## config.mk

```make
export PLATFORM = sky130hd
export DESIGN_NAME = led_dimmer_blinker_core
export DESIGN_NICKNAME = d
export VERILOG_FILES = /design/src/hdl/ldb_pkg.sv /design/src/hdl/ldb_engine.sv /design/src/hdl/ldb_out.sv /design/src/hdl/led_dimmer_blinker_core.sv
export SDC_FILE = /design/constraint.sdc
export NUM_CORES = 1
export LEC_CHECK = 0
export BUFFER_PORTS_ARGS = -buffer_cell sky130_fd_sc_hd__clkbuf_2
export CAP_MARGIN = 0
export CELL_PAD_IN_SITES_DETAIL_PLACEMENT = 2
export CELL_PAD_IN_SITES_GLOBAL_PLACEMENT = 2
export CORE_ASPECT_RATIO = 0.8
export CORE_MARGIN = 10
export CORE_UTILIZATION = 42
export DETAILED_ROUTE_END_ITERATION = 6
export PLACE_DENSITY = 0.8
export SYNTH_ARGS = -nofsm -noshare
export SYNTH_HDL_FRONTEND = slang
export SYNTH_HIERARCHICAL = 1
export SYNTH_SLANG_ARGS = --single-unit
```

## constraint.sdc

```tcl
create_clock -name clk -period 14 [get_ports clk]
set_clock_uncertainty 0.1 [all_clocks]
set_input_delay 2.1 -clock clk [delete_from_list [all_inputs] [get_ports clk]]
set_output_delay 2.1 -clock clk [all_outputs]
set_load 0.05 [all_outputs]
```

## src/hdl/ldb_pkg.sv

```systemverilog
// Package for the LED dimmer and blinker: command codes, register indexes,
// the result record and the percent-to-duty conversion.
// No dependencies.
`timescale 1ns / 1ps

package ldb_pkg;

    typedef enum logic [1:0] {
        MODE_TICK  = 2'd0,
        MODE_SET   = 2'd1,
        MODE_START = 2'd2,
        MODE_STOP  = 2'd3
    } mode_t;

    localparam logic [1:0] REG_ON_TIME     = 2'd0;
    localparam logic [1:0] REG_OFF_TIME    = 2'd1;
    localparam logic [1:0] REG_FLASH_TOTAL = 2'd2;

    localparam logic [6:0]  PCT_MAX      = 7'd100;
    localparam logic [6:0]  PCT_MIN_LIT  = 7'd1;
    localparam logic [15:0] TIME_RESET   = 16'd500;
    localparam logic [15:0] ELAPSED_MAX  = 16'hFFFF;
    // 5243 / 2^19 approximates 1/100; exact floor for products up to 25500
    localparam logic [12:0] RECIP_100    = 13'd5243;
    localparam int          RECIP_SHIFT  = 19;

    typedef struct packed {
        logic [7:0] pwm_duty;
        logic [6:0] steady_level;
        logic       blink_active;
        logic       phase_lit;
        logic [7:0] flashes_left;
        logic       lamp_on;
    } result_t;

    // pct*255/100, truncated; the divide is a multiply by a reciprocal
    function automatic logic [7:0] duty_of(input logic [6:0] pct);
        logic [14:0] scaled;
        logic [27:0] prod;
        begin
            scaled = ({8'd0, pct} << 8) - {8'd0, pct};
            prod   = {13'd0, scaled} * {15'd0, RECIP_100};
            duty_of = prod[RECIP_SHIFT +: 8];
        end
    endfunction

endpackage

```

## src/hdl/ldb_engine.sv

```systemverilog
// Command engine: configuration registers, written through cfg_we, and run
// settings and blink state, updated once per accepted beat; also forms the result record.
// Depends on ldb_pkg.
`timescale 1ns / 1ps

module ldb_engine
    import ldb_pkg::*;
(
    input  logic        clk,
    input  logic        rst_n,
    input  logic        cfg_we,
    input  logic [1:0]  cfg_addr,
    input  logic [15:0] cfg_data,
    input  logic        take,
    input  logic [1:0]  mode,
    input  logic [7:0]  level,
    output result_t     result
);

    logic [15:0] on_time_reg, off_time_reg;
    logic [7:0]  flash_total_reg;
    logic [15:0] run_on_reg, run_on_next;
    logic [15:0] run_off_reg, run_off_next;
    logic [7:0]  run_count_reg, run_count_next;
    logic [6:0]  steady_reg, steady_next;
    logic [6:0]  saved_reg, saved_next;
    logic [6:0]  flash_reg, flash_next;
    logic        running_reg, running_next;
    logic        lit_reg, lit_next;
    logic [7:0]  remaining_reg, remaining_next;
    logic [15:0] elapsed_reg, elapsed_next;

    logic [6:0]  lvl_set, lvl_start, duty_pct;
    logic [15:0] span, elapsed_inc;
    logic [7:0]  rem_dec;
    mode_t       cmd;

    always_ff @(posedge clk or negedge rst_n)
    begin
        if (!rst_n)
        begin
            on_time_reg     <= TIME_RESET;
            off_time_reg    <= TIME_RESET;
            flash_total_reg <= 8'd0;
        end
        else if (cfg_we)
        begin
            case (cfg_addr)
                REG_ON_TIME:     on_time_reg     <= cfg_data;
                REG_OFF_TIME:    off_time_reg    <= cfg_data;
                REG_FLASH_TOTAL: flash_total_reg <= cfg_data[7:0];
                default:         ;
            endcase
        end
    end

    always_comb
    begin
        cmd       = mode_t'(mode);
        lvl_set   = (level > {1'b0, PCT_MAX}) ? PCT_MAX : level[6:0];
        lvl_start = (level == 8'd0) ? PCT_MIN_LIT : lvl_set;

        span        = lit_reg ? run_on_reg : run_off_reg;
        elapsed_inc = (elapsed_reg == ELAPSED_MAX) ? elapsed_reg : elapsed_reg + 16'd1;
        rem_dec     = (run_count_reg != 8'd0 && remaining_reg != 8'd0)
                      ? remaining_reg - 8'd1 : remaining_reg;

        run_on_next    = run_on_reg;
        run_off_next   = run_off_reg;
        run_count_next = run_count_reg;
        steady_next    = steady_reg;
        saved_next     = saved_reg;
        flash_next     = flash_reg;
        running_next   = running_reg;
        lit_next       = lit_reg;
        remaining_next = remaining_reg;
        elapsed_next   = elapsed_reg;

        case (cmd)
            MODE_SET:
            begin
                running_next = 1'b0;
                lit_next     = 1'b0;
                steady_next  = lvl_set;
            end
            MODE_START:
            begin
                if (!running_reg)
                    saved_next = steady_reg;
                flash_next     = lvl_start;
                run_on_next    = on_time_reg;
                run_off_next   = off_time_reg;
                run_count_next = flash_total_reg;
                remaining_next = flash_total_reg;
                running_next   = 1'b1;
                lit_next       = 1'b1;
                elapsed_next   = 16'd0;
            end
            MODE_STOP:
            begin
                if (running_reg)
                begin
                    running_next = 1'b0;
                    lit_next     = 1'b0;
                    steady_next  = saved_reg;
                end
            end
            MODE_TICK:
            begin
                if (running_reg)
                begin
                    elapsed_next = elapsed_inc;
                    if (elapsed_inc >= span)
                    begin
                        elapsed_next = 16'd0;
                        if (lit_reg)
                        begin
                            lit_next       = 1'b0;
                            remaining_next = rem_dec;
                            // counted run finished: restore the saved level
                            if (run_count_reg != 8'd0 && rem_dec == 8'd0)
                            begin
                                running_next = 1'b0;
                                steady_next  = saved_reg;
                            end
                        end
                        else
                        begin
                            lit_next = 1'b1;
                        end
                    end
                end
            end
            default: ;
        endcase

        if (running_next)
            duty_pct = lit_next ? flash_next : 7'd0;
        else
            duty_pct = steady_next;

        result.pwm_duty     = duty_of(duty_pct);
        result.steady_level = steady_next;
        result.blink_active = running_next;
        result.phase_lit    = lit_next;
        result.flashes_left = remaining_next;
        result.lamp_on      = running_next ? lit_next : (steady_next != 7'd0);
    end

    always_ff @(posedge clk or negedge rst_n)
    begin
        if (!rst_n)
        begin
            run_on_reg    <= TIME_RESET;
            run_off_reg   <= TIME_RESET;
            run_count_reg <= 8'd0;
            steady_reg    <= 7'd0;
            saved_reg     <= 7'd0;
            flash_reg     <= PCT_MAX;
            running_reg   <= 1'b0;
            lit_reg       <= 1'b0;
            remaining_reg <= 8'd0;
            elapsed_reg   <= 16'd0;
        end
        else if (take)
        begin
            run_on_reg    <= run_on_next;
            run_off_reg   <= run_off_next;
            run_count_reg <= run_count_next;
            steady_reg    <= steady_next;
            saved_reg     <= saved_next;
            flash_reg     <= flash_next;
            running_reg   <= running_next;
            lit_reg       <= lit_next;
            remaining_reg <= remaining_next;
            elapsed_reg   <= elapsed_next;
        end
    end

endmodule

```

## src/hdl/ldb_out.sv

```systemverilog
// Output register: holds one result beat until the consumer takes it and
// lets a new beat in whenever the slot is free or being emptied.
// Depends on ldb_pkg.
`timescale 1ns / 1ps

module ldb_out
    import ldb_pkg::*;
(
    input  logic    clk,
    input  logic    rst_n,
    input  logic    load,
    input  result_t result,
    output logic    slot_free,
    output logic    out_valid,
    input  logic    out_ready,
    output result_t held
);

    logic    valid_reg, valid_next;
    result_t data_reg;

    assign slot_free = !valid_reg || out_ready;

    always_comb
    begin
        valid_next = valid_reg;
        if (load)
            valid_next = 1'b1;
        else if (out_ready)
            valid_next = 1'b0;
    end

    always_ff @(posedge clk or negedge rst_n)
    begin
        if (!rst_n)
            valid_reg <= 1'b0;
        else
            valid_reg <= valid_next;
    end

    always_ff @(posedge clk)
    begin
        if (load)
            data_reg <= result;
    end

    assign out_valid = valid_reg;
    assign held      = data_reg;

endmodule

```

## src/hdl/led_dimmer_blinker_core.sv

```systemverilog
// LED dimmer and blinker core.
// The result of a beat is registered and valid in the cycle after it is accepted.
// Throughput: one beat per cycle; input ready drops only while a result
// waits and the consumer holds out_ready low.
// Reset (rst_n, asynchronous): LED dark, no run, blink level 100,
// on and off times 500 ms, endless flash count.
`timescale 1ns / 1ps

module led_dimmer_blinker_core
    import ldb_pkg::*;
(
    input  logic        clk,
    input  logic        rst_n,
    input  logic        cfg_we,
    input  logic [1:0]  cfg_addr,
    input  logic [15:0] cfg_data,
    input  logic        in_valid,
    output logic        in_ready,
    input  logic [1:0]  mode,
    input  logic [7:0]  level,
    output logic        out_valid,
    input  logic        out_ready,
    output logic [7:0]  pwm_duty,
    output logic [6:0]  steady_level,
    output logic        blink_active,
    output logic        phase_lit,
    output logic [7:0]  flashes_left,
    output logic        lamp_on
);

    logic    take;
    result_t fresh, held;

    assign take = in_valid && in_ready;

    ldb_engine u_engine (
        .clk      (clk),
        .rst_n    (rst_n),
        .cfg_we   (cfg_we),
        .cfg_addr (cfg_addr),
        .cfg_data (cfg_data),
        .take     (take),
        .mode     (mode),
        .level    (level),
        .result   (fresh)
    );

    ldb_out u_out (
        .clk       (clk),
        .rst_n     (rst_n),
        .load      (take),
        .result    (fresh),
        .slot_free (in_ready),
        .out_valid (out_valid),
        .out_ready (out_ready),
        .held      (held)
    );

    assign pwm_duty     = held.pwm_duty;
    assign steady_level = held.steady_level;
    assign blink_active = held.blink_active;
    assign phase_lit    = held.phase_lit;
    assign flashes_left = held.flashes_left;
    assign lamp_on      = held.lamp_on;

endmodule
```

Word level (Yosys, flattened, before mapping)
Cells that the tools add are included.

storage, ports and cells
  register bits after elaboration = 154
  output and inout bits = 28

cells by class
  add/sub/neg operators = 3
  $mul = 1
  $lt $le $gt $ge = 2
  eq/ne operators = 7
  muxes and demuxes = 34
  reductions and logical operators = 20

operator list
  cell                                                  number
  two-way mux 7 bit                                     10
  two-way mux 16 bit                                    4
  two-way mux 8 bit                                     4
  one-hot mux 16 bit (2 select lines)                   1
  multiplier 15 x 13 -> 27 bit (second input constant)  1
  one-hot mux 7 bit (3 select lines)                    1
  adder 16 x 1 -> 16 bit (second input constant)        1
  equality test 16 bit (second input constant)          1
  greater-or-equal comparator 16 bit                    1
  logical NOT 8 bit                                     2
  one-hot mux 8 bit (2 select lines)                    1
  nonzero test 8 bit                                    2
  subtractor 15 x 7 -> 15 bit                           1
  two-way mux 1 bit                                     11
  > comparator 8 x 7 -> 1 bit (second input constant)   1
  AND reduction 2 bit                                   4
  subtractor 8 x 1 -> 8 bit (second input constant)     1
  nonzero test 7 bit                                    1
  equality test 2 bit (second input constant)           3
  equality test 2 x 1 -> 1 bit (second input constant)  2
  logical NOT 2 bit                                     2
  one-hot mux 1 bit (4 select lines)                    1
  nonzero test 2 bit                                    2
  logical AND 1 bit                                     3
  other kinds (6)                                       6

Longest topological paths before layout
Gate-level depths: netlist (run 1).

  depth after elaboration = 13
  depth in mapped cells = 44
  depth with buffers taken out = 43

Hierarchy
Netlist (run 1), hierarchy kept.

modules (own cells, without submodules)
  module                   instances  cells an instance  area each (sq um)  seq. area each (sq um)
  ldb_engine               1          1,042              10,660.2           3,211.8
  ldb_out                  1          29                 828.3              805.8
  led_dimmer_blinker_core  1          1                  6.3                0.0

Worst setup path after synthesis (run 1)
OpenSTA, ideal clock, no wires.

  path kind = flip-flop to flip-flop
  from = reg u_engine.elapsed_reg[6]
  to = reg u_out.data_reg (netlist bit u_out/held[25]), data pin
  setup time = 0.263 ns
  data arrival time = 9.931 ns
  required time = 13.637 ns
  path slack = 3.706 ns
  stages on the path, launching flop included = 37
  path buffers = 2
  cells stage by stage = dfrtp_1 -> clkbuf_1 -> nand4_1 -> nor4_1 -> nand4_1 -> xnor2_1 -> ha_1 -> or3b_2 -> o211ai_1 -> a211o_1 -> a21oi_1 -> a311o_2 -> buf_4 -> inv_2 -> mux2i_4 -> ha_1 -> nor3b_1 -> a32oi_1 -> or2_2 -> o21ai_0 -> fa_1 -> ha_1 -> fa_1 -> fa_1 -> inv_1 -> fa_1 -> inv_1 -> ha_1 -> a211oi_1 -> nand2_1 -> a211oi_1 -> o21ai_0 -> o31ai_1 -> nor2_1 -> a2111oi_0 -> xnor2_1 -> xnor2_1

RTL lines
  element                 line               text
  from (decl)             ldb_engine.sv:31   logic [15:0] elapsed_reg, elapsed_next;
  from (signal assigned)  ldb_engine.sv:176  elapsed_reg <= elapsed_next;
  to (signal assigned)    ldb_out.sv:44      data_reg <= result;
  to (decl)               ldb_out.sv:20      result_t data_reg;

==> impl_metrics.tcl, run 1 <==
set metrics [dict create \
    status "completed" \
    insertion_delay_ps 440 \
    yosys.area.top_type "dfrtp_1" \
    grt_max_degree 54 \
    synth_area_per_cell_um2 10.7 \
    drcViolationCount 0 \
    numPortBuffers 60 \
    tightest_slew_ps 1080 \
    slew_violations 0 \
    die_h_um 168 \
    antenna_found_initial 0 \
    fp-row-count 54 \
    die_area_um2 34400 \
    postRouteWirelength_mm 35.1 \
    timing.critical_path.required_ps 14080 \
    largest_reg_flops 26 \
    cts_hold_buf 0 \
    ys_async_sr_fraction_pct 83.1 \
    cts_tree "built" \
    ys_ff_latch 154 \
    initial_utilization_pct 42.4 \
    place_hpwl_mm 26.4 \
    nets 1339 \
    vias_per_cell 5.65 \
    slowest_stage "mux2i_1" \
    firstDrtPassIters 5 \
    gp_congestion 0.912 \
    finalSetupViolations 0 \
    synth_fp_nets 1289 \
    wire_per_inst_um 23.4 \
    grt.overflow.total 0 \
    drv_cap 0 \
    synth_top_area_share_pct 22.0 \
    max_freq_ghz 0.0826 \
    synthTopCellsByArea "dfrtp_1, ha_1, fa_1" \
    synthFlopType "dfrtp_1" \
    syn_area_um2 11500 \
    grt_pass1_wl_mm 57.0 \
    synth_cells 1072 \
    core_area_um2 27100 \
    ant_nets 0 \
    cts_root_buf "clkbuf_16" \
    cts.sinks 154 \
    layout_commonest_cell "inv_1" \
    drt_iter0_drc 545 \
    fin_crit_sh_pct 86.5 \
    end_kind "register" \
    diodes 0 \
    postCtsResizedCells 0 \
    syn2layout_area_growth_pct 10.9 \
    grt_setup_unrepaired "no" \
    ios 61 \
    path_clk_slew_ps 70 \
    htreeDepth 4 \
    die_width_um 205 \
    synth_enable_flop_cells 26 \
    critPathLaunchType "register" \
    first_global_vias 9499 \
    cp_slowest_stage_delay_ps 560 \
    ys_warn_count 6 \
    setup_tns_ps 0 \
    drive_above_1_share_pct 21.2 \
    slew_headroom_pct 27.7 \
    post_cts_buffers 0 \
    final_cell_mix "inv_1, ha_1, dfrtp_1, mux2_2, fa_1" \
    ys_seq_area_share_pct 35.0 \
    fin_util_pct 47.0 \
    hold_viol_final 0 \
    min_path_type "register to register" \
    worstSetupPathType "register to register" \
    vias 8463 \
    path_max_fanout 14 \
    clock_path_buffers 2 \
    cts-buffers-inserted 17 \
    grt_use_total_pct 21.3 \
    arrival_ps 12190 \
    finalCriticalPeriod_ps 12110 \
    yosysUniqueCellTypes 83 \
]
==> per-stage QoR <==
stage | cells | setup WS (ps) | instance area [um^2] | hold WS [ps]
2_1_floorplan | 1072 | 3710 | 11500 | 358
3_3_place_gp | 1467 | 2500 | 12200 | 372
3_5_place_dp | 1467 | 1950 | 12200 | 377
4_1_cts | 1499 | 1830 | 12700 | 387
5_1_grt | 1499 | 1010 | 12700 | 406
6_report | 1499 | 1890 | 12700 | 384
==> final cells by class <==
| cell class | count | area, um^2 |
|---|---|---|
| Timing Repair Buffer | 68 | 363 |
| Clock inverter | 11 | 95.1 |
| Multi-Input combinational cell | 727 | 6740 |
| Clock buffer | 21 | 492 |
| Sequential cell | 154 | 4020 |
| Inverter | 154 | 581 |
| Tap cell | 364 | 455 |
| Fill cell | 2818 | 14400 |
==> synthesized netlist by cell type, drive strengths merged, types with 6 or more instances <==
cell type  count
clkbuf        24
dfrtp        101
o211ai         6
nor4           9
nand4         12
edfxtp        26
dfstp         27
a31oi         12
a22o          18
a21oi         34
nor2          53
nand2         55
inv          153
nor3           9
and2           7
mux2i         26
fa            67
xnor2         26
buf           13
nand3         12
o21ai         57
mux2          95
o21a          11
ha           117
==> logic make-up after synthesis <==
| logic type | Yosys count | synth area share [%] |
|---|---|---|
| and+or+nand+nor | 192 | 8.26 |
| buffers and inverters | 191 | 6.55 |
| adders and majority gates | 184 | 24.4 |
| xor gates and xnor gates | 30 | 2.29 |
| muxes | 121 | 11.7 |
| AOI/OAI and AO/OA | 200 | 11.9 |
| DFF | 154 | 35.0 |
==> layer usage <==
layer | track usage, % | vias up | part of all wire (%)
li1 | - | 3848 | -
met1 | 30.6 | 4440 | 49
met2 | 32.9 | 147 | 46
met3 | 3.51 | 28 | 4.1
met4 | 4.47 | 0 | 0.94
met5 | 0 | - | 0
==> critical path: cells and delay by family (launching register included) <==
family	cells	cell delay, ps
AO/OA/AOI/OAI	12	4040
adder cells (fa/ha/maj)	9	3370
AND/OR/NAND/NOR	10	1840
buffers and inverters	6	850
XOR/XNOR	3	640
multiplexers	1	560
flip-flops	1	450
==> worst paths after layout <==
check	startpoint	to	slack, ps	cells after the start
min	u_engine/flash_reg[6]	u_engine/flash_reg[6]	380	2
max	u_engine/elapsed_reg[0]	u_out/held[25]	1890	41
min reg2reg	u_engine/flash_reg[6]	u_engine/flash_reg[6]	380	2
max reg2reg	u_engine/elapsed_reg[0]	u_out/held[25]	1890	41
min in group asynchronous	rst_n	u_engine/off_time_reg[3]	1480	1
max in group asynchronous	rst_n	u_engine/flash_reg[3]	11280	2
Power of run 1 is not shown: default switching activity piles up to over one toggle a cycle in this logic, so the estimate is an artifact.
==> inputs of run 2 (changes only) <==
==> constraint.sdc (replaced) <==
create_clock -name clk -period 14 [get_ports clk]
set_clock_uncertainty 0.1 [all_clocks]
set_input_delay 1.4 -clock clk [delete_from_list [all_inputs] [get_ports clk]]
set_output_delay 1.4 -clock clk [all_outputs]
set_load 0.05 [all_outputs]
==> run 2 against run 1 <==
First-iteration DRC count fell by 14%. Die area did not move. Core utilization rose by 0.078 points. Final cell count did not move. Count of clock-buffer cells in the layout did not move. Sequential share of layout area fell by 0.053 points. Worst hold slack improved by 18 ps. Worst setup slack got worse by 5.9 ps. Maximum frequency barely moved. Routed wire length fell by 0.12%. Via count fell by 0.79%. Critical path depth did not move. Critical endpoint unchanged. Largest cell class unchanged.
==> impl_metrics.tcl, run 2 (synthesis results as in run 1) <==
set metrics [dict create \
    path_max_fanout 14 \
    postRouteWirelength_mm 35.0 \
    fp-row-count 54 \
    wire_per_inst_um 23.4 \
    initial_utilization_pct 42.4 \
    firstDrtPassIters 5 \
    ios 61 \
    max_freq_ghz 0.0825 \
    vias_per_cell 5.60 \
    die_area_um2 34400 \
    setup_tns_ps 0 \
    cts-buffers-inserted 17 \
    tightest_slew_ps 1140 \
    timing.critical_path.required_ps 14080 \
    grt.overflow.total 0 \
    hold_viol_final 0 \
    slew_headroom_pct 23.9 \
    nets 1338 \
    antenna_found_initial 1 \
    fin_crit_sh_pct 86.6 \
    arrival_ps 12200 \
    finalSetupViolations 0 \
    grt_setup_unrepaired "no" \
    slowest_stage "mux2i_1" \
    cts.sinks 154 \
    drv_cap 0 \
    grt_pass1_wl_mm 57.0 \
    cts_root_buf "clkbuf_16" \
    critPathLaunchType "register" \
    grt_max_degree 77 \
    first_global_vias 9619 \
    largest_reg_flops 26 \
    final_cell_mix "inv_1, ha_1, dfrtp_1, mux2_2, fa_1" \
    htreeDepth 4 \
    path_clk_slew_ps 70 \
    drive_above_1_share_pct 21.2 \
    grt_use_total_pct 21.2 \
    core_area_um2 27100 \
    drcViolationCount 0 \
    gp_congestion 0.877 \
    layout_commonest_cell "inv_1" \
    fillCellCount 2789 \
    status "completed" \
    post_cts_buffers 0 \
    postCtsResizedCells 0 \
    clock_path_buffers 2 \
    slew_violations 0 \
    ant_nets 0 \
    numPortBuffers 60 \
    insertion_delay_ps 450 \
    cts_hold_buf 0 \
    end_kind "register" \
    finalCriticalPeriod_ps 12120 \
    vias 8396 \
    drt_iter0_drc 466 \
    place_hpwl_mm 26.3 \
    die_h_um 168 \
    cts_tree "built" \
    min_path_type "register to register" \
    syn2layout_area_growth_pct 11.0 \
    die_width_um 205 \
    worstSetupPathType "register to register" \
    cp_slowest_stage_delay_ps 570 \
]
[run 2: final timing paths]
| check | startpoint | end | slack (ps) | depth (start not counted) |
|---|---|---|---|---|
| min reg2reg | u_engine/flash_reg[5] | u_engine/flash_reg[5] | 400 | 2 |
| max | u_engine/elapsed_reg[0] | u_out/held[25] | 1880 | 41 |
| max in group asynchronous | rst_n | u_engine/steady_reg[3] | 11380 | 2 |
| min in group asynchronous | rst_n | u_engine/off_time_reg[15] | 890 | 1 |
| min | u_engine/flash_reg[5] | u_engine/flash_reg[5] | 400 | 2 |
| max reg2reg | u_engine/elapsed_reg[0] | u_out/held[25] | 1880 | 41 |
[run 2: critical path: cells and delay by family, from the launching register on]
kind | cells | cell delay, ps
AOI/OAI and AO/OA | 12 | 4120
xor gates and xnor gates | 3 | 510
adders and majority gates | 9 | 3280
buffers and inverters | 6 | 910
DFF | 1 | 450
muxes | 1 | 570
and+or+nand+nor | 10 | 1880
[run 2: final cells by class]
cell class | instances | area [um^2] | area share, %
Multi-Input combinational cell | 727 | 6740 | 52.8
Sequential cell | 154 | 4020 | 31.5
Inverter | 154 | 581 | 4.55
Clock buffer | 21 | 494 | 3.87
Tap cell | 364 | 455 | 3.57
Timing Repair Buffer | 67 | 355 | 2.78
Clock inverter | 11 | 119 | 0.931
Antenna cell | 1 | 2.50 | 0.0196
[run 2: routing by layer]
metal	vias up	global-route usage (%)	part of all wire [%]
li1	3838	-	-
met1	4392	29.6	48
met5	-	0	0
met2	146	34.1	48
met3	20	4.09	3.7
met4	0	3.13	0.73
[run 2: metrics by stage]
step	hold slack, ps	std cells	setup WS, ps	instance area [um^2]	utilization (%)
after floorplan	358	1072	3710	11500	-
after global placement	369	1466	2420	12100	44.8
after detailed placement	389	1466	1940	12100	44.8
after CTS	404	1498	1860	12800	47.1
after global routing	429	1499	781	12800	47.1
final	402	1499	1880	12800	47.1
Power of run 2 is left out for the same reason.
